[src/design/imh_pkg.sv]
package imh_pkg;

  // Defaults for the top-level parameters.
  localparam int CapacityDef = 256;
  localparam int KeyBitsDef  = 32;

  // Fixed field widths.
  localparam int ID_W    = 8;
  localparam int NUM_IDS = 256;
  localparam int OP_W    = 2;
  localparam int ST_W    = 3;

  // Operation codes.
  localparam logic [OP_W-1:0] OP_INSERT   = 2'd0;
  localparam logic [OP_W-1:0] OP_DEL_MIN  = 2'd1;
  localparam logic [OP_W-1:0] OP_DEC_KEY  = 2'd2;

  // Status codes.
  localparam logic [ST_W-1:0] ST_OK      = 3'd0;
  localparam logic [ST_W-1:0] ST_FULL    = 3'd1;
  localparam logic [ST_W-1:0] ST_EMPTY   = 3'd2;
  localparam logic [ST_W-1:0] ST_ABSENT  = 3'd3;
  localparam logic [ST_W-1:0] ST_PRESENT = 3'd4;

  // Commands from the controller to the datapath.
  typedef enum logic [4:0] {
    C_NONE,
    C_LOAD,
    C_FULL,
    C_PRESENT,
    C_ABSENT,
    C_EMPTY,
    C_INS,
    C_DK,
    C_UP_RD,
    C_UP_MOVE,
    C_PLACE,
    C_RD_ROOT,
    C_DEL,
    C_DEL_LAST,
    C_DN_RD,
    C_DN_L,
    C_DN_R,
    C_DN_MOVE,
    C_ROOT,
    C_NO_ROOT,
    C_OUT
  } cmd_e;

  // Status from the datapath to the controller.
  typedef struct packed {
    logic [OP_W-1:0] op;
    logic            full;
    logic            empty;
    logic            one;
    logic            present;
    logic            at_root;
    logic            no_child;
    logic            has_right;
    logic            par_gt;
    logic            map_bad;
    logic            ent_gt_chd;
    logic            out_free;
  } sts_t;

endpackage

[src/design/imh_ctrl.sv]
module imh_ctrl (
  input  logic             clk_i,
  input  logic             rst_ni,
  input  logic             in_valid_i,
  output logic             in_ready_o,
  input  imh_pkg::sts_t    sts_i,
  output imh_pkg::cmd_e    cmd_o
);

  localparam logic [3:0] S_IDLE     = 4'd0;
  localparam logic [3:0] S_DECODE   = 4'd1;
  localparam logic [3:0] S_DK_RD    = 4'd2;
  localparam logic [3:0] S_UP_CHK   = 4'd3;
  localparam logic [3:0] S_UP_CMP   = 4'd4;
  localparam logic [3:0] S_DEL_RD   = 4'd5;
  localparam logic [3:0] S_DEL_LAST = 4'd6;
  localparam logic [3:0] S_DN_CHK   = 4'd7;
  localparam logic [3:0] S_DN_L     = 4'd8;
  localparam logic [3:0] S_DN_R     = 4'd9;
  localparam logic [3:0] S_DN_CMP   = 4'd10;
  localparam logic [3:0] S_ROOT     = 4'd11;
  localparam logic [3:0] S_ROOT_RD  = 4'd12;
  localparam logic [3:0] S_FIN      = 4'd13;

  logic [3:0] state_q, state_d;

  // Next state and command.
  always_comb begin
    state_d = state_q;
    cmd_o   = imh_pkg::C_NONE;
    case (state_q)
      S_IDLE: begin
        if (in_valid_i) begin
          cmd_o   = imh_pkg::C_LOAD;
          state_d = S_DECODE;
        end
      end
      S_DECODE: begin
        case (sts_i.op)
          imh_pkg::OP_INSERT: begin
            if (sts_i.full) begin
              cmd_o   = imh_pkg::C_FULL;
              state_d = S_ROOT;
            end else if (sts_i.present) begin
              cmd_o   = imh_pkg::C_PRESENT;
              state_d = S_ROOT;
            end else begin
              cmd_o   = imh_pkg::C_INS;
              state_d = S_UP_CHK;
            end
          end
          imh_pkg::OP_DEL_MIN: begin
            if (sts_i.empty) begin
              cmd_o   = imh_pkg::C_EMPTY;
              state_d = S_FIN;
            end else begin
              cmd_o   = imh_pkg::C_RD_ROOT;
              state_d = S_DEL_RD;
            end
          end
          imh_pkg::OP_DEC_KEY: begin
            if (sts_i.present) begin
              state_d = S_DK_RD;
            end else begin
              cmd_o   = imh_pkg::C_ABSENT;
              state_d = S_ROOT;
            end
          end
          default: state_d = S_ROOT;
        endcase
      end
      S_DK_RD: begin
        if (sts_i.map_bad) begin
          cmd_o   = imh_pkg::C_ABSENT;
          state_d = S_ROOT;
        end else begin
          cmd_o   = imh_pkg::C_DK;
          state_d = S_UP_CHK;
        end
      end
      S_UP_CHK: begin
        if (sts_i.at_root) begin
          cmd_o   = imh_pkg::C_PLACE;
          state_d = S_ROOT;
        end else begin
          cmd_o   = imh_pkg::C_UP_RD;
          state_d = S_UP_CMP;
        end
      end
      S_UP_CMP: begin
        if (sts_i.par_gt) begin
          cmd_o   = imh_pkg::C_UP_MOVE;
          state_d = S_UP_CHK;
        end else begin
          cmd_o   = imh_pkg::C_PLACE;
          state_d = S_ROOT;
        end
      end
      S_DEL_RD: begin
        cmd_o   = imh_pkg::C_DEL;
        state_d = sts_i.one ? S_FIN : S_DEL_LAST;
      end
      S_DEL_LAST: begin
        cmd_o   = imh_pkg::C_DEL_LAST;
        state_d = S_DN_CHK;
      end
      S_DN_CHK: begin
        if (sts_i.no_child) begin
          cmd_o   = imh_pkg::C_PLACE;
          state_d = S_FIN;
        end else begin
          cmd_o   = imh_pkg::C_DN_RD;
          state_d = S_DN_L;
        end
      end
      S_DN_L: begin
        cmd_o   = imh_pkg::C_DN_L;
        state_d = sts_i.has_right ? S_DN_R : S_DN_CMP;
      end
      S_DN_R: begin
        cmd_o   = imh_pkg::C_DN_R;
        state_d = S_DN_CMP;
      end
      S_DN_CMP: begin
        if (sts_i.ent_gt_chd) begin
          cmd_o   = imh_pkg::C_DN_MOVE;
          state_d = S_DN_CHK;
        end else begin
          cmd_o   = imh_pkg::C_PLACE;
          state_d = S_FIN;
        end
      end
      S_ROOT: begin
        if (sts_i.empty) begin
          cmd_o   = imh_pkg::C_NO_ROOT;
          state_d = S_FIN;
        end else begin
          cmd_o   = imh_pkg::C_RD_ROOT;
          state_d = S_ROOT_RD;
        end
      end
      S_ROOT_RD: begin
        cmd_o   = imh_pkg::C_ROOT;
        state_d = S_FIN;
      end
      S_FIN: begin
        if (sts_i.out_free) begin
          cmd_o   = imh_pkg::C_OUT;
          state_d = S_IDLE;
        end
      end
      default: state_d = S_IDLE;
    endcase
  end

  // State register.
  always_ff @(posedge clk_i or negedge rst_ni) begin
    if (!rst_ni) begin
      state_q <= S_IDLE;
    end else begin
      state_q <= state_d;
    end
  end

  assign in_ready_o = (state_q == S_IDLE);

endmodule

[config.mk]
export PLATFORM = sky130hd
export DESIGN_NAME = imh_ctrl
export DESIGN_NICKNAME = d
export VERILOG_FILES = /design/src/design/imh_pkg.sv /design/src/design/imh_ctrl.sv
export SDC_FILE = /design/constraint.sdc
export NUM_CORES = 1
export LEC_CHECK = 0
export ABC_AREA = 1
export BUFFER_PORTS_ARGS = -buffer_cell sky130_fd_sc_hd__buf_2
export CAP_MARGIN = 5
export CORE_MARGIN = 10
export CORE_UTILIZATION = 49
export CTS_CLUSTER_SIZE = 8
export DETAILED_ROUTE_END_ITERATION = 8
export GPL_TIMING_DRIVEN = 0
export PLACE_DENSITY = 0.85
export SYNTH_ARGS = -nofsm -noshare
export SYNTH_HDL_FRONTEND = slang
export SYNTH_SLANG_ARGS = --single-unit
[constraint.sdc]
create_clock -name clk_i -period 2.1 [get_ports clk_i]
set_input_delay 0.63 -clock clk_i [delete_from_list [all_inputs] [get_ports clk_i]]
set_output_delay 0.63 -clock clk_i [all_outputs]
set_load 0.01 [all_outputs]
== After elaboration in Yosys (flattened, before gate mapping) ==
Cells that the tools add are included.
Storage, ports and cells
  flip-flop bits (word level): 4
  input port bits: 16
  output and inout port bits: 6
  word-level logic and storage cells: 51
Cells by class
  equal/unequal tests: 17
  mux-type cells: 30
  reductions and logical operators: 3
Operator list (count)
  5-bit one-hot mux with 14 select lines: 1
  4-bit one-hot mux with 14 select lines: 1
  4-bit two-way mux: 12
  4-bit == test, second input constant: 6
  4-bit one-hot mux with 3 select lines: 2
  4-bit by 3-bit == test with 1-bit output, second input constant: 4
  3-bit two-way mux: 5
  5-bit two-way mux: 3
  4-bit by 2-bit == test with 1-bit output, second input constant: 2
  2-bit two-way mux: 4
  4-bit by 1-bit == test with 1-bit output, second input constant: 1
  4-bit zero test: 1
  2-bit inequality test, second input constant: 2
  2-bit by 1-bit == test with 1-bit output, second input constant: 1
  2-bit == test, second input constant: 1
  2-bit zero test: 1
  1-bit two-way mux: 2
  2-bit AND reduction: 1

== Logic depth before layout (Yosys ltp) ==
Gate-level depths: netlist of the first run.
  depth after elaboration: 4
  depth in mapped cells: 9
  depth with buffers taken out: 9

== Worst setup path after synthesis of the first run ==
OpenSTA, ideal clock, no wires.
  path kind: in2out
  start: input sts_i[11] in the netlist's numbering
  end: output cmd_o[2]
  data arrival time: 1.128 ns
  data required time: 1.470 ns
  setup slack: 0.342 ns
  cell stages on the path: 5
  buffers on the path: 0
  path through: inv_1 > nand3_1 > o21ai_0 > o21ai_0 > o2111ai_1
On the way
  longest elaborated chain between the ends: 3
  elaborated cells on any way between the ends: 5
  those cells by class: eq/ne: 2; mux: 2; reduce/logical: 1
Ends and longest elaborated chain
  start: declaration: line imh_ctrl.sv:6  | input imh_pkg::sts_t sts_i,
  2-bit == test, or another cell as far along: line imh_ctrl.sv:39  | case (sts_i.op)
  4-bit one-hot mux with 3 select lines *: line imh_ctrl.sv:39
  5-bit one-hot mux with 14 select lines *: line imh_ctrl.sv:31  | case (state_q)
  end: declaration: line imh_ctrl.sv:7  | output imh_pkg::cmd_e cmd_o
Mark *: on every way between the ends. The rest lies on a longest branch, timed or not.

== Worst setup path after layout of the first run ==
  start: register state_q[3]
  end: output cmd_o[0]
On the way
  longest elaborated chain between the ends: 2
  elaborated cells on any way between the ends: 15
  those cells by class: eq/ne: 13; mux: 1; reduce/logical: 1
Ends and longest elaborated chain
  start: declaration: line imh_ctrl.sv:25  | logic [3:0] state_q, state_d;
  start signal: assignment: line imh_ctrl.sv:161  | state_q <= state_d;
  4-bit == test, or another cell as far along: line imh_ctrl.sv:31
  5-bit one-hot mux with 14 select lines *: line imh_ctrl.sv:31
Marks and branches as above.

==> impl_metrics.prom, run 1 <==
# TYPE chip_impl_metric gauge
chip_impl_metric{name="ant_nets",unit=""} 0
chip_impl_info{name="critical_path.startpoint_type",value="flop"} 1
chip_impl_metric{name="multi_input_comb_area",unit="um^2"} 582
chip_impl_metric{name="area.growth.synth_to_final",unit="%"} 47.3
chip_impl_info{name="synth_top_cell_by_area",value="sky130_fd_sc_hd__nand2_1"} 1
chip_impl_metric{name="tns",unit="ps"} -179
chip_impl_metric{name="synth.yosys.seq_area_share",unit="%"} 14.8
chip_impl_metric{name="pwr_density_cell",unit="nW/um^2"} 1560
chip_impl_info{name="run_status",value="finished, violations left"} 1
chip_impl_metric{name="cts_num_sinks",unit=""} 4
chip_impl_metric{name="cts_htree_levels",unit=""} 1
chip_impl_metric{name="max_stage_delay",unit="ps"} 500
chip_impl_metric{name="syn_nets",unit=""} 141
chip_impl_metric{name="global_route.usage.met1",unit="%"} 16.7
chip_impl_metric{name="synth.cell_area",unit="um^2"} 674
chip_impl_info{name="grt_setup_unrepaired",value="true"} 1
chip_impl_metric{name="fp-row-count",unit=""} 13
chip_impl_metric{name="grt_start_max_net_pins",unit=""} 8
chip_impl_metric{name="clk_latency",unit="ps"} 250
chip_impl_metric{name="fp.dieH",unit="um"} 57.1
chip_impl_metric{name="drive_above_1_share",unit="%"} 49.1
chip_impl_metric{name="crit_fanout",unit=""} 7
chip_impl_info{name="critPathKind",value="reg -> out"} 1
chip_impl_info{name="mostFrequentLayoutCell",value="sky130_fd_sc_hd__nand2_1"} 1
chip_impl_metric{name="finished_layout_cells",unit=""} 174
chip_impl_metric{name="crit_buf_inv",unit=""} 2
chip_impl_info{name="synth.top_cells.by_area",value="sky130_fd_sc_hd__nand2_1, sky130_fd_sc_hd__dfrtp_1, sky130_fd_sc_hd__nor2_1, sky130_fd_sc_hd__nand3_1, sky130_fd_sc_hd__inv_1"} 1
chip_impl_metric{name="final-seq-area",unit="um^2"} 105
chip_impl_metric{name="seq_power_share",unit="%"} 15.4
chip_impl_info{name="reg_top3",value="state_q (4)"} 1
chip_impl_metric{name="switching_share",unit="%"} 53.9
chip_impl_metric{name="synth_area_per_cell",unit="um^2"} 5.40
chip_impl_metric{name="synthesis.instances",unit=""} 125
chip_impl_metric{name="floorplan.die_area",unit="um^2"} 3260
chip_impl_metric{name="largest_register_ff_count",unit=""} 4
chip_impl_metric{name="die_width",unit="um"} 57.1
chip_impl_metric{name="leakage",unit="uW"} 0.000532
chip_impl_info{name="timing.critical_path.max_delay_family",value="simple AND/OR/NAND/NOR gates"} 1
chip_impl_metric{name="sum_of_routed_wire_length_over_all_layers",unit="um"} 2450
chip_impl_metric{name="max_slew_margin",unit="%"} 82.4
chip_impl_info{name="layout_common_cells",value="sky130_fd_sc_hd__nand2_1, sky130_fd_sc_hd__buf_2, sky130_fd_sc_hd__inv_1"} 1
chip_impl_metric{name="insertedDiodeCount",unit=""} 0
chip_impl_metric{name="port_buffers",unit=""} 21
chip_impl_metric{name="globalplace.congestion",unit=""} 0.965
chip_impl_metric{name="clkPwrFrac",unit="%"} 6.4
chip_impl_metric{name="timing.final.crit_share",unit="%"} 102
chip_impl_metric{name="tightestPinTransition",unit="ps"} 263
chip_impl_info{name="worstReg2RegStart",value="state_q[3]"} 1
chip_impl_metric{name="synth-warning-count",unit=""} 0
chip_impl_info{name="top_usage_layer",value="met2"} 1
chip_impl_info{name="worst_hold_path_type",value="in -> async"} 1
chip_impl_metric{name="vias_per_cell",unit=""} 5.48
chip_impl_metric{name="wire_per_inst",unit="um"} 14.1
chip_impl_metric{name="fin_worst_skew",unit="ps"} 13.7
chip_impl_metric{name="met2_usage",unit="%"} 22.0
chip_impl_metric{name="layout_setup_ws",unit="ps"} -45.8
chip_impl_metric{name="final_nets",unit=""} 177
chip_impl_metric{name="share_comb_of_total_power",unit="%"} 78.2
chip_impl_metric{name="detailedRoute.firstPassIterationCount",unit=""} 4
chip_impl_metric{name="synth_top_cell_area_share",unit="%"} 17.3
chip_impl_metric{name="cts_inserted_buffers",unit=""} 3
chip_impl_metric{name="cts.path.max_buffers",unit=""} 2
chip_impl_metric{name="cp.arrival",unit="ps"} 1520
chip_impl_metric{name="max_freq",unit="GHz"} 0.466
chip_impl_metric{name="global_route_wire_length_before_repair",unit="um"} 3870
chip_impl_metric{name="power_switching",unit="uW"} 835
chip_impl_info{name="cts.root.buffer_cell",value="sky130_fd_sc_hd__clkbuf_4"} 1
chip_impl_info{name="cts_tree",value="built"} 1
chip_impl_metric{name="hold_buffers",unit=""} 0
chip_impl_info{name="slowest_stage",value="sky130_fd_sc_hd__dfrtp_2"} 1
chip_impl_metric{name="first_drt_iteration_drcs",unit=""} 38
chip_impl_metric{name="first_global_vias",unit=""} 925
chip_impl_metric{name="placedCellCount",unit=""} 161
chip_impl_metric{name="gr-total-overflow",unit=""} 0
chip_impl_metric{name="synth.lib_cells_used.distinct",unit=""} 20
chip_impl_info{name="crit_path_start",value="state_q[3]"} 1
chip_impl_info{name="timing.critical_path.cells",value="inv_2 > nor2_4 > nand2_2 > nor2_4 > nor3_2 > nand4_1 > buf_2"} 1
chip_impl_metric{name="global_route.usage.met3",unit="%"} 5.09
chip_impl_metric{name="cell_internal_pwr",unit="uW"} 714
chip_impl_info{name="worst_setup_path_end_kind",value="primary output"} 1
chip_impl_metric{name="finalSetupViolations",unit=""} 5
chip_impl_metric{name="grt_antenna_before_repair",unit=""} 0
chip_impl_metric{name="total_of_fill_cells_in_the_finished_design",unit=""} 101
chip_impl_metric{name="track_usage",unit="%"} 14.2
chip_impl_metric{name="time_the_final_worst_path_needs_with_i_o_delays_and_setup",unit="ps"} 2150
chip_impl_metric{name="fp.coreArea",unit="um^2"} 1300
chip_impl_metric{name="clkTransAtPathRegs",unit="ps"} 50
chip_impl_metric{name="timing.critical_path.required",unit="ps"} 1470
chip_impl_metric{name="design.portCount",unit=""} 22
chip_impl_metric{name="drv_slew",unit=""} 0
chip_impl_metric{name="place.detailed.hpwl",unit="um"} 1710
chip_impl_metric{name="drc",unit=""} 0
chip_impl_metric{name="max_cap_viol_count",unit=""} 0
chip_impl_metric{name="yosys_register_bits",unit=""} 4
chip_impl_metric{name="hold_viol_final",unit=""} 0
chip_impl_info{name="failed_checks",value="setup timing"} 1
chip_impl_metric{name="initial_utilization",unit="%"} 51.8
chip_impl_info{name="critical_path.most_common_cell",value="sky130_fd_sc_hd__nor2_4"} 1
chip_impl_metric{name="irDropWorstVdd",unit="V"} 0.000991
chip_impl_metric{name="via_count",unit=""} 953
chip_impl_info{name="top_register",value="state_q"} 1
==> synth_stat cells <==
cell and count:
sky130_fd_sc_hd__inv_1 17, sky130_fd_sc_hd__nand2_1 31, sky130_fd_sc_hd__dfrtp_1 4, sky130_fd_sc_hd__nand3b_1 1
sky130_fd_sc_hd__nand3_2 1, sky130_fd_sc_hd__nand2_2 4, sky130_fd_sc_hd__a22oi_1 1, sky130_fd_sc_hd__o22ai_2 1
sky130_fd_sc_hd__o21ai_1 1, sky130_fd_sc_hd__nor2_4 3, sky130_fd_sc_hd__and3_2 1, sky130_fd_sc_hd__nand4_1 5
sky130_fd_sc_hd__o21ai_0 6, sky130_fd_sc_hd__nor2_1 19, sky130_fd_sc_hd__nor3_1 4, sky130_fd_sc_hd__inv_2 5
sky130_fd_sc_hd__nor2_2 4, sky130_fd_sc_hd__a21oi_1 2, sky130_fd_sc_hd__o2111ai_1 1, sky130_fd_sc_hd__nand3_1 14
==> area by class of cell <==
class                      count  area share, %
multi-input combinational     99           58.6
inverter                      22           8.56
sequential                     4           10.6
clock buffer                   3           2.27
tap                           15           1.89
timing repair buffer          31           18.1
==> timing repair <==
action,4_1_cts,5_1_grt
setup buffers,7,3
resized for setup,15,17
setup endpoints to repair,5,5
pin swaps,6,7
==> kinds of logic (layout without fill, tap and decap cells) <==
group	count (synthesis)	in the layout	synth area share, %
and+or+nand+nor	87	87	62.0
AOI/OAI and AO/OA	12	12	10.9
buffers and inverters	22	56	12.2
DFF	4	4	14.8
==> routing by layer <==
layer | part of all wire, % | up-vias
met5 | 0 | -
met4 | 2.2 | 0
met3 | 7.8 | 7
met2 | 49 | 44
li1 | - | 478
met1 | 41 | 424
==> per-stage QoR <==
step	area [um^2]	setup WS, ps	util, %	total power, uW	hold WS (ps)
2_1_floorplan	674	342	-	824	334
3_3_place_gp	798	50.8	61.3	1060	433
3_5_place_dp	798	24.5	61.3	1080	437
4_1_cts	906	-1.66	69.6	1390	184
5_1_grt	993	-138	76.3	1700	170
6_report	993	-45.8	76.3	1550	179
==> power by group through the flow <==
stage                     clock, uW  sequential, uW  combinational [uW]
after floorplan                   0             188                 635
after global placement            0             198                 865
after detailed placement          0             201                 880
after CTS                      98.8             224                1070
after global routing            114             244                1340
final                          99.7             238                1210
==> worst paths after layout <==
path | slack (ps) | depth (start not counted) | to
min in group clk_i | 720 | 5 | state_q[0]
max | -50 | 7 | cmd_o[0]
min | 180 | 1 | state_q[2]
max in group asynchronous | 1770 | 1 | state_q[0]
min reg2reg | 770 | 3 | state_q[0]
max reg2reg | 390 | 9 | state_q[3]
Power figures use the tool's default switching activity.
==> run 2: changes to the inputs <==
--- a/config.mk
+++ b/config.mk
@@ -15,3 +15,3 @@
 export GPL_TIMING_DRIVEN = 0
-export PLACE_DENSITY = 0.85
+export PLACE_DENSITY = 0.75
 export SYNTH_ARGS = -nofsm -noshare
==> constraint.sdc (replaced) <==
create_clock -name clk_i -period 2.3 [get_ports clk_i]
set_input_delay 0 -clock clk_i [delete_from_list [all_inputs] [get_ports clk_i]]
set_output_delay 0 -clock clk_i [all_outputs]
set_load 0.01 [all_outputs]
==> run 2 against run 1 <==
The flow now finishes without violations. Worst setup slack better by 730 ps. Hold slack worse by 91 ps. Sequential power down 21%. Utilization down 13 points. Critical path depth down 2. Via count down 6.9%. Register-to-register slack better by 510 ps. Critical endpoint is now cmd_o[2]. Largest cell class unchanged. Wire length down 14%. Global-route usage down 1.0 points. Count of clock-buffer cells in the layout unchanged. Largest power group unchanged. Sequential share of layout area up 1.5 points. Final area down 16%.
==> impl_metrics.prom, run 2 (synthesized netlist as in run 1, its figures left out) <==
# TYPE chip_impl_metric gauge
chip_impl_metric{name="fin_worst_skew",unit="ps"} 14.7
chip_impl_metric{name="final-seq-area",unit="um^2"} 100
chip_impl_metric{name="drc",unit=""} 0
chip_impl_info{name="worstReg2RegStart",value="state_q[0]"} 1
chip_impl_metric{name="drv_slew",unit=""} 0
chip_impl_metric{name="max_cap_viol_count",unit=""} 0
chip_impl_info{name="critical_path.startpoint_type",value="flop"} 1
chip_impl_metric{name="max_slew_margin",unit="%"} 75.5
chip_impl_metric{name="gr-total-overflow",unit=""} 0
chip_impl_metric{name="finished_layout_cells",unit=""} 165
chip_impl_metric{name="cts_htree_levels",unit=""} 1
chip_impl_metric{name="design.portCount",unit=""} 22
chip_impl_metric{name="globalplace.congestion",unit=""} 0.915
chip_impl_metric{name="crit_fanout",unit=""} 7
chip_impl_info{name="top_register",value="state_q"} 1
chip_impl_metric{name="final_nets",unit=""} 168
chip_impl_metric{name="tns",unit="ps"} 0
chip_impl_info{name="timing.critical_path.cells",value="nand2_1 > nor3_1 > nor2_1 > o2111ai_1 > buf_2"} 1
chip_impl_metric{name="setup.reg_to_reg.worst_slack",unit="ps"} 900
chip_impl_metric{name="grt_antenna_before_repair",unit=""} 0
chip_impl_metric{name="clkTransAtPathRegs",unit="ps"} 50
chip_impl_metric{name="max_stage_delay",unit="ps"} 550
chip_impl_metric{name="place.detailed.hpwl",unit="um"} 1790
chip_impl_info{name="reg2reg_to",value="state_q[0]"} 1
chip_impl_info{name="cts_tree",value="built"} 1
chip_impl_info{name="worst_hold_path_type",value="in -> async"} 1
chip_impl_metric{name="area.growth.synth_to_final",unit="%"} 23.2
chip_impl_metric{name="cp.arrival",unit="ps"} 1620
chip_impl_metric{name="clk_latency",unit="ps"} 250
chip_impl_metric{name="hold_viol_final",unit=""} 0
chip_impl_metric{name="largest_register_ff_count",unit=""} 4
chip_impl_info{name="worst_setup_path_end_kind",value="primary output"} 1
chip_impl_metric{name="ant_nets",unit=""} 0
chip_impl_info{name="critPathKind",value="reg -> out"} 1
chip_impl_metric{name="first_drt_iteration_drcs",unit=""} 36
chip_impl_info{name="mostFrequentLayoutCell",value="sky130_fd_sc_hd__nand2_1"} 1
chip_impl_metric{name="floorplan.die_area",unit="um^2"} 3260
chip_impl_metric{name="placedCellCount",unit=""} 161
chip_impl_metric{name="cts.path.max_buffers",unit=""} 2
chip_impl_info{name="cts.root.buffer_cell",value="sky130_fd_sc_hd__clkbuf_4"} 1
chip_impl_metric{name="global_route_wire_length_before_repair",unit="um"} 3590
chip_impl_metric{name="worst_r2r_path_depth",unit=""} 7
chip_impl_metric{name="track_usage",unit="%"} 13.2
chip_impl_metric{name="drive_above_1_share",unit="%"} 28.7
chip_impl_metric{name="pwr_density_cell",unit="nW/um^2"} 1310
chip_impl_metric{name="insertedDiodeCount",unit=""} 0
chip_impl_metric{name="tightestPinTransition",unit="ps"} 365
chip_impl_metric{name="leakage",unit="uW"} 0.000478
chip_impl_metric{name="finalSetupViolations",unit=""} 0
chip_impl_metric{name="vias_per_cell",unit=""} 5.38
chip_impl_metric{name="fp.coreArea",unit="um^2"} 1300
chip_impl_metric{name="grt_start_max_net_pins",unit=""} 8
chip_impl_metric{name="fin_total_pwr",unit="uW"} 1090
chip_impl_info{name="run_status",value="finished clean"} 1
chip_impl_metric{name="fp-row-count",unit=""} 13
chip_impl_metric{name="cts_setup_buffers",unit=""} 0
chip_impl_metric{name="first_global_vias",unit=""} 836
chip_impl_metric{name="irDropWorstVdd",unit="V"} 0.000605
chip_impl_info{name="reg_top3",value="state_q (4)"} 1
chip_impl_metric{name="time_the_final_worst_path_needs_with_i_o_delays_and_setup",unit="ps"} 1620
chip_impl_metric{name="initial_utilization",unit="%"} 51.8
chip_impl_info{name="layout_common_cells",value="sky130_fd_sc_hd__nand2_1, sky130_fd_sc_hd__buf_2, sky130_fd_sc_hd__nor2_1"} 1
chip_impl_info{name="grt_setup_unrepaired",value="false"} 1
chip_impl_metric{name="fp.dieH",unit="um"} 57.1
chip_impl_metric{name="cts_inserted_buffers",unit=""} 3
chip_impl_info{name="crit_path_start",value="state_q[3]"} 1
chip_impl_metric{name="wire_per_inst",unit="um"} 12.7
chip_impl_metric{name="utilization",unit="%"} 63.8
chip_impl_metric{name="via_count",unit=""} 887
chip_impl_metric{name="multi_input_comb_area",unit="um^2"} 492
chip_impl_metric{name="die_width",unit="um"} 57.1
chip_impl_metric{name="detailedRoute.firstPassIterationCount",unit=""} 4
chip_impl_info{name="slowest_stage",value="sky130_fd_sc_hd__dfrtp_1"} 1
chip_impl_metric{name="timing.critical_path.required",unit="ps"} 2300
chip_impl_metric{name="sum_of_routed_wire_length_over_all_layers",unit="um"} 2100
chip_impl_metric{name="port_buffers",unit=""} 21
chip_impl_metric{name="total_of_fill_cells_in_the_finished_design",unit=""} 144
chip_impl_metric{name="timing.final.crit_share",unit="%"} 70.3
chip_impl_metric{name="cts_num_sinks",unit=""} 4
chip_impl_metric{name="max_freq",unit="GHz"} 0.618
==> run 2: per-stage QoR <==
stage               instance area, um^2  worst slack (ps)  hold WS (ps)
floorplan                           674              1130          -296
global placement                    798               941          -196
detailed placement                  798               932          -185
CTS                                 831               694          88.0
global route                        831               525          87.2
finish                              831               683          87.8
==> run 2: where the power goes <==
group / internal (uW) / switching (uW)
clock: 58.8 / 35.5
sequential: 110 / 77.6
combinational: 300 / 503
total: 469 / 616
==> run 2: worst max path at each step <==
stage                  to  slack [ps]  depth (start not counted)
5_1_grt          cmd_o[3]         530                          7
2_1_floorplan  state_q[3]        1130                          7
3_5_place_dp   state_q[0]         930                          8
4_1_cts          cmd_o[0]         690                          7
6_report         cmd_o[2]         680                          5
3_3_place_gp   state_q[0]         940                          7
==> run 2: critical path, delay by kind of cell, from the launching register on <==
family,cells,cell delay (ps)
AOI/OAI and AO/OA,1,100
buffers and inverters,1,160
DFF,1,550
and+or+nand+nor,3,560
==> run 2: routing by layer <==
| metal | part of all wire [%] | vias to the layer above | GRT usage, % | wire (um) |
|---|---|---|---|---|
| met5 | 0 | - | 0 | 0 |
| met4 | 2.4 | 0 | 7.38 | 51 |
| met3 | 8.3 | 8 | 4.42 | 174 |
| met2 | 47 | 34 | 20.0 | 983 |
| met1 | 42 | 388 | 15.8 | 887 |
| li1 | - | 457 | - | - |
==> run 2: area by class of cell <==
type / count / share of cell area, %
clock buffers: 3 / 2.71
inverters: 22 / 9.94
multi-input cells: 99 / 59.2
flip-flops and latches: 4 / 12.0
well taps: 15 / 2.26
repair buffers: 22 / 13.9
==> run 2: timing repair <==
| action | in CTS | in global routing |
|---|---|---|
| gates resized for setup | 0 | 0 |
| endpoints found under the setup margin | 0 | 0 |
| hold endpoints to repair | 4 | 0 |
| hold buffers | 1 | 0 |
==> run 3: changes to the inputs <==
Settings changed: CORE_UTILIZATION 49 to 44, PLACE_DENSITY 0.75 to 0.71.
Clock period 2.3 ns to 1.31 ns, I/O delays scaled along.
==> run 3 against run 2 <==
The flow now finishes with violations (setup timing). Utilization is 7.4 points higher. Clock skew is 9.5 ps lower. Global-route usage is 0.32 points lower. Final area is 26% higher. Hold slack hardly changed. Via count is 11% higher. Critical endpoint is now cmd_o[0].
==> impl_metrics.prom, run 3 (synthesized netlist as in run 1, its figures left out) <==
# TYPE chip_impl_metric gauge
chip_impl_metric{name="globalplace.congestion",unit=""} 0.900
chip_impl_metric{name="hold_viol_final",unit=""} 0
chip_impl_info{name="top_usage_layer",value="met2"} 1
chip_impl_metric{name="placedCellCount",unit=""} 162
chip_impl_metric{name="place.detailed.hpwl",unit="um"} 1770
chip_impl_metric{name="gr-total-overflow",unit=""} 0
chip_impl_info{name="failed_checks",value="setup timing"} 1
chip_impl_info{name="reg2reg_to",value="state_q[1]"} 1
chip_impl_info{name="timing.critical_path.cells",value="inv_4 > nor2_4 > nand2_2 > inv_4 > a22oi_1 > nand4_1 > buf_2"} 1
chip_impl_metric{name="sum_of_routed_wire_length_over_all_layers",unit="um"} 2500
chip_impl_metric{name="max_stage_delay",unit="ps"} 470
chip_impl_metric{name="vias_per_cell",unit=""} 5.46
chip_impl_metric{name="clkTransAtPathRegs",unit="ps"} 40
chip_impl_metric{name="irDropWorstVdd",unit="V"} 0.00140
chip_impl_metric{name="leakage",unit="uW"} 0.000564
chip_impl_metric{name="clk_latency",unit="ps"} 230
chip_impl_metric{name="time_the_final_worst_path_needs_with_i_o_delays_and_setup",unit="ps"} 1520
chip_impl_metric{name="cts.path.max_buffers",unit=""} 2
chip_impl_metric{name="fin_worst_skew",unit="ps"} 5.18
chip_impl_metric{name="fin_total_pwr",unit="uW"} 2530
chip_impl_metric{name="fp.dieH",unit="um"} 59.2
chip_impl_metric{name="max_cap_viol_count",unit=""} 0
chip_impl_metric{name="via_count",unit=""} 988
chip_impl_metric{name="global_route_wire_length_before_repair",unit="um"} 3710
chip_impl_metric{name="timing.critical_path.required",unit="ps"} 1310
chip_impl_info{name="worstReg2RegStart",value="state_q[1]"} 1
chip_impl_info{name="critPathKind",value="reg -> out"} 1
chip_impl_info{name="grt_setup_unrepaired",value="true"} 1
chip_impl_metric{name="initial_utilization",unit="%"} 45.8
chip_impl_metric{name="port_buffers",unit=""} 21
chip_impl_info{name="run_status",value="finished, violations left"} 1
chip_impl_metric{name="grt_start_max_net_pins",unit=""} 8
chip_impl_metric{name="crit_fanout",unit=""} 5
chip_impl_metric{name="tightestPinTransition",unit="ps"} 263
chip_impl_metric{name="insertedDiodeCount",unit=""} 0
chip_impl_metric{name="floorplan.die_area",unit="um^2"} 3500
chip_impl_metric{name="worst_r2r_path_depth",unit=""} 8
chip_impl_metric{name="final_nets",unit=""} 183
chip_impl_metric{name="final-seq-area",unit="um^2"} 105
chip_impl_metric{name="met2_usage",unit="%"} 22.1
chip_impl_metric{name="multi_input_comb_area",unit="um^2"} 586
chip_impl_metric{name="largest_register_ff_count",unit=""} 4
chip_impl_info{name="reg_top3",value="state_q (4)"} 1
chip_impl_info{name="worst_setup_path_end_kind",value="primary output"} 1
chip_impl_metric{name="die_width",unit="um"} 59.2
chip_impl_metric{name="global_route.usage.met1",unit="%"} 15.2
chip_impl_metric{name="global_route.usage.met3",unit="%"} 3.86
chip_impl_metric{name="cp.arrival",unit="ps"} 1520
chip_impl_info{name="worst_hold_path_type",value="in -> async"} 1
chip_impl_metric{name="drv_slew",unit=""} 0
chip_impl_info{name="mostFrequentLayoutCell",value="sky130_fd_sc_hd__nand2_1"} 1
chip_impl_metric{name="crit_buf_inv",unit=""} 3
chip_impl_metric{name="ant_nets",unit=""} 0
chip_impl_metric{name="wire_per_inst",unit="um"} 13.8
chip_impl_info{name="timing.critical_path.max_delay_family",value="flip-flops"} 1
chip_impl_metric{name="cts_htree_levels",unit=""} 1
chip_impl_metric{name="detailedRoute.firstPassIterationCount",unit=""} 4
chip_impl_info{name="critical_path.most_common_cell",value="sky130_fd_sc_hd__inv_4"} 1
chip_impl_info{name="slowest_stage",value="sky130_fd_sc_hd__dfrtp_2"} 1
chip_impl_metric{name="finalSetupViolations",unit=""} 9
chip_impl_metric{name="area.growth.synth_to_final",unit="%"} 55.5
chip_impl_metric{name="total_of_fill_cells_in_the_finished_design",unit=""} 135
chip_impl_metric{name="grt_antenna_before_repair",unit=""} 0
chip_impl_metric{name="drc",unit=""} 0
chip_impl_metric{name="cts_num_sinks",unit=""} 4
chip_impl_metric{name="max_slew_margin",unit="%"} 82.4
chip_impl_info{name="critical_path.startpoint_type",value="flop"} 1
chip_impl_metric{name="design.portCount",unit=""} 22
chip_impl_info{name="layout_common_cells",value="sky130_fd_sc_hd__nand2_1, sky130_fd_sc_hd__buf_2, sky130_fd_sc_hd__buf_4"} 1
chip_impl_metric{name="tns",unit="ps"} -1330
chip_impl_metric{name="fp.coreArea",unit="um^2"} 1470
chip_impl_info{name="cts_tree",value="built"} 1
chip_impl_metric{name="utilization",unit="%"} 71.3
chip_impl_metric{name="first_global_vias",unit=""} 912
chip_impl_metric{name="pwr_density_cell",unit="nW/um^2"} 2410
chip_impl_metric{name="max_freq",unit="GHz"} 0.658
chip_impl_metric{name="timing.final.crit_share",unit="%"} 116
chip_impl_metric{name="post-place-ws",unit="ps"} -96.2
chip_impl_metric{name="cts_inserted_buffers",unit=""} 3
chip_impl_info{name="cts.root.buffer_cell",value="sky130_fd_sc_hd__clkbuf_4"} 1
chip_impl_metric{name="drive_above_1_share",unit="%"} 49.7
chip_impl_metric{name="track_usage",unit="%"} 12.8
chip_impl_metric{name="fp-row-count",unit=""} 14
chip_impl_metric{name="layout_setup_ws",unit="ps"} -211
chip_impl_metric{name="setup.reg_to_reg.worst_slack",unit="ps"} -140
chip_impl_metric{name="first_drt_iteration_drcs",unit=""} 22
chip_impl_metric{name="finished_layout_cells",unit=""} 181
chip_impl_info{name="top_register",value="state_q"} 1
-- run 3: cell count changes in the layout (fill, tap and decap cells not counted), moves of 3 or more --
cell                      change
sky130_fd_sc_hd__buf_4       +15
sky130_fd_sc_hd__nand2_1      -7
sky130_fd_sc_hd__nor2_1       -7
sky130_fd_sc_hd__nor2_4       +5
sky130_fd_sc_hd__dfrtp_1      -4
sky130_fd_sc_hd__dfrtp_2      +4
sky130_fd_sc_hd__nand2_2      +4
sky130_fd_sc_hd__inv_1        -3
sky130_fd_sc_hd__nand2_4      +3
-- run 3: how the worst max path moves through the flow --
| stage | from | end | depth (start not counted) |
|---|---|---|---|
| 4_1_cts | state_q[2] | cmd_o[1] | 8 |
| 3_5_place_dp | state_q[0] | state_q[0] | 7 |
| 6_report | state_q[0] | cmd_o[0] | 7 |
| 2_1_floorplan | state_q[2] | state_q[3] | 7 |
| 3_3_place_gp | state_q[0] | state_q[0] | 7 |
| 5_1_grt | state_q[0] | cmd_o[1] | 8 |
-- run 3: repair_timing --
action / CTS / global route
hold buffers: 1 / 0
buffers inserted: 5 / 10
gates resized for setup: 20 / 17
hold endpoints to repair: 4 / 0
setup endpoints to repair: 7 / 10
cloned: 0 / 0
pin swaps: 5 / 8
-- run 3: area by class of cell --
class	count	share of cell area [%]
Clock buffer	3	2.15
Timing Repair Buffer	37	21.7
Multi-Input combinational cell	99	55.8
Inverter	22	8.35
Sequential cell	4	10.0
Tap cell	16	1.91
-- run 3: metrics by stage --
step                      instance area, um^2  hold slack [ps]
after global routing                     1050              112
final                                    1050             87.4
after global placement                    800             -197
after detailed placement                  800             -195
after floorplan                           674             -296
after CTS                                 921             86.4
-- run 3: worst register-to-register path, cell delays in order (launching register included) --
cell	delay (ps)
sky130_fd_sc_hd__dfrtp_2	430
sky130_fd_sc_hd__buf_4	170
sky130_fd_sc_hd__nor2_4	150
sky130_fd_sc_hd__nand2_2	110
sky130_fd_sc_hd__buf_4	150
sky130_fd_sc_hd__buf_4	130
sky130_fd_sc_hd__o22ai_2	100
sky130_fd_sc_hd__nor2_1	50
sky130_fd_sc_hd__nand3b_1	80
-- run 3: report_power, final --
part | switching [uW] | internal (uW)
sequential | 163 | 207
clock | 47.2 | 102
combinational | 1150 | 856
total | 1360 | 1170
-- run 3: layer usage --
metal | up-vias | part of all wire (%)
li1 | 489 | -
met3 | 3 | 6.0
met1 | 455 | 42
met5 | - | 0
met4 | 0 | 0.60
met2 | 41 | 52
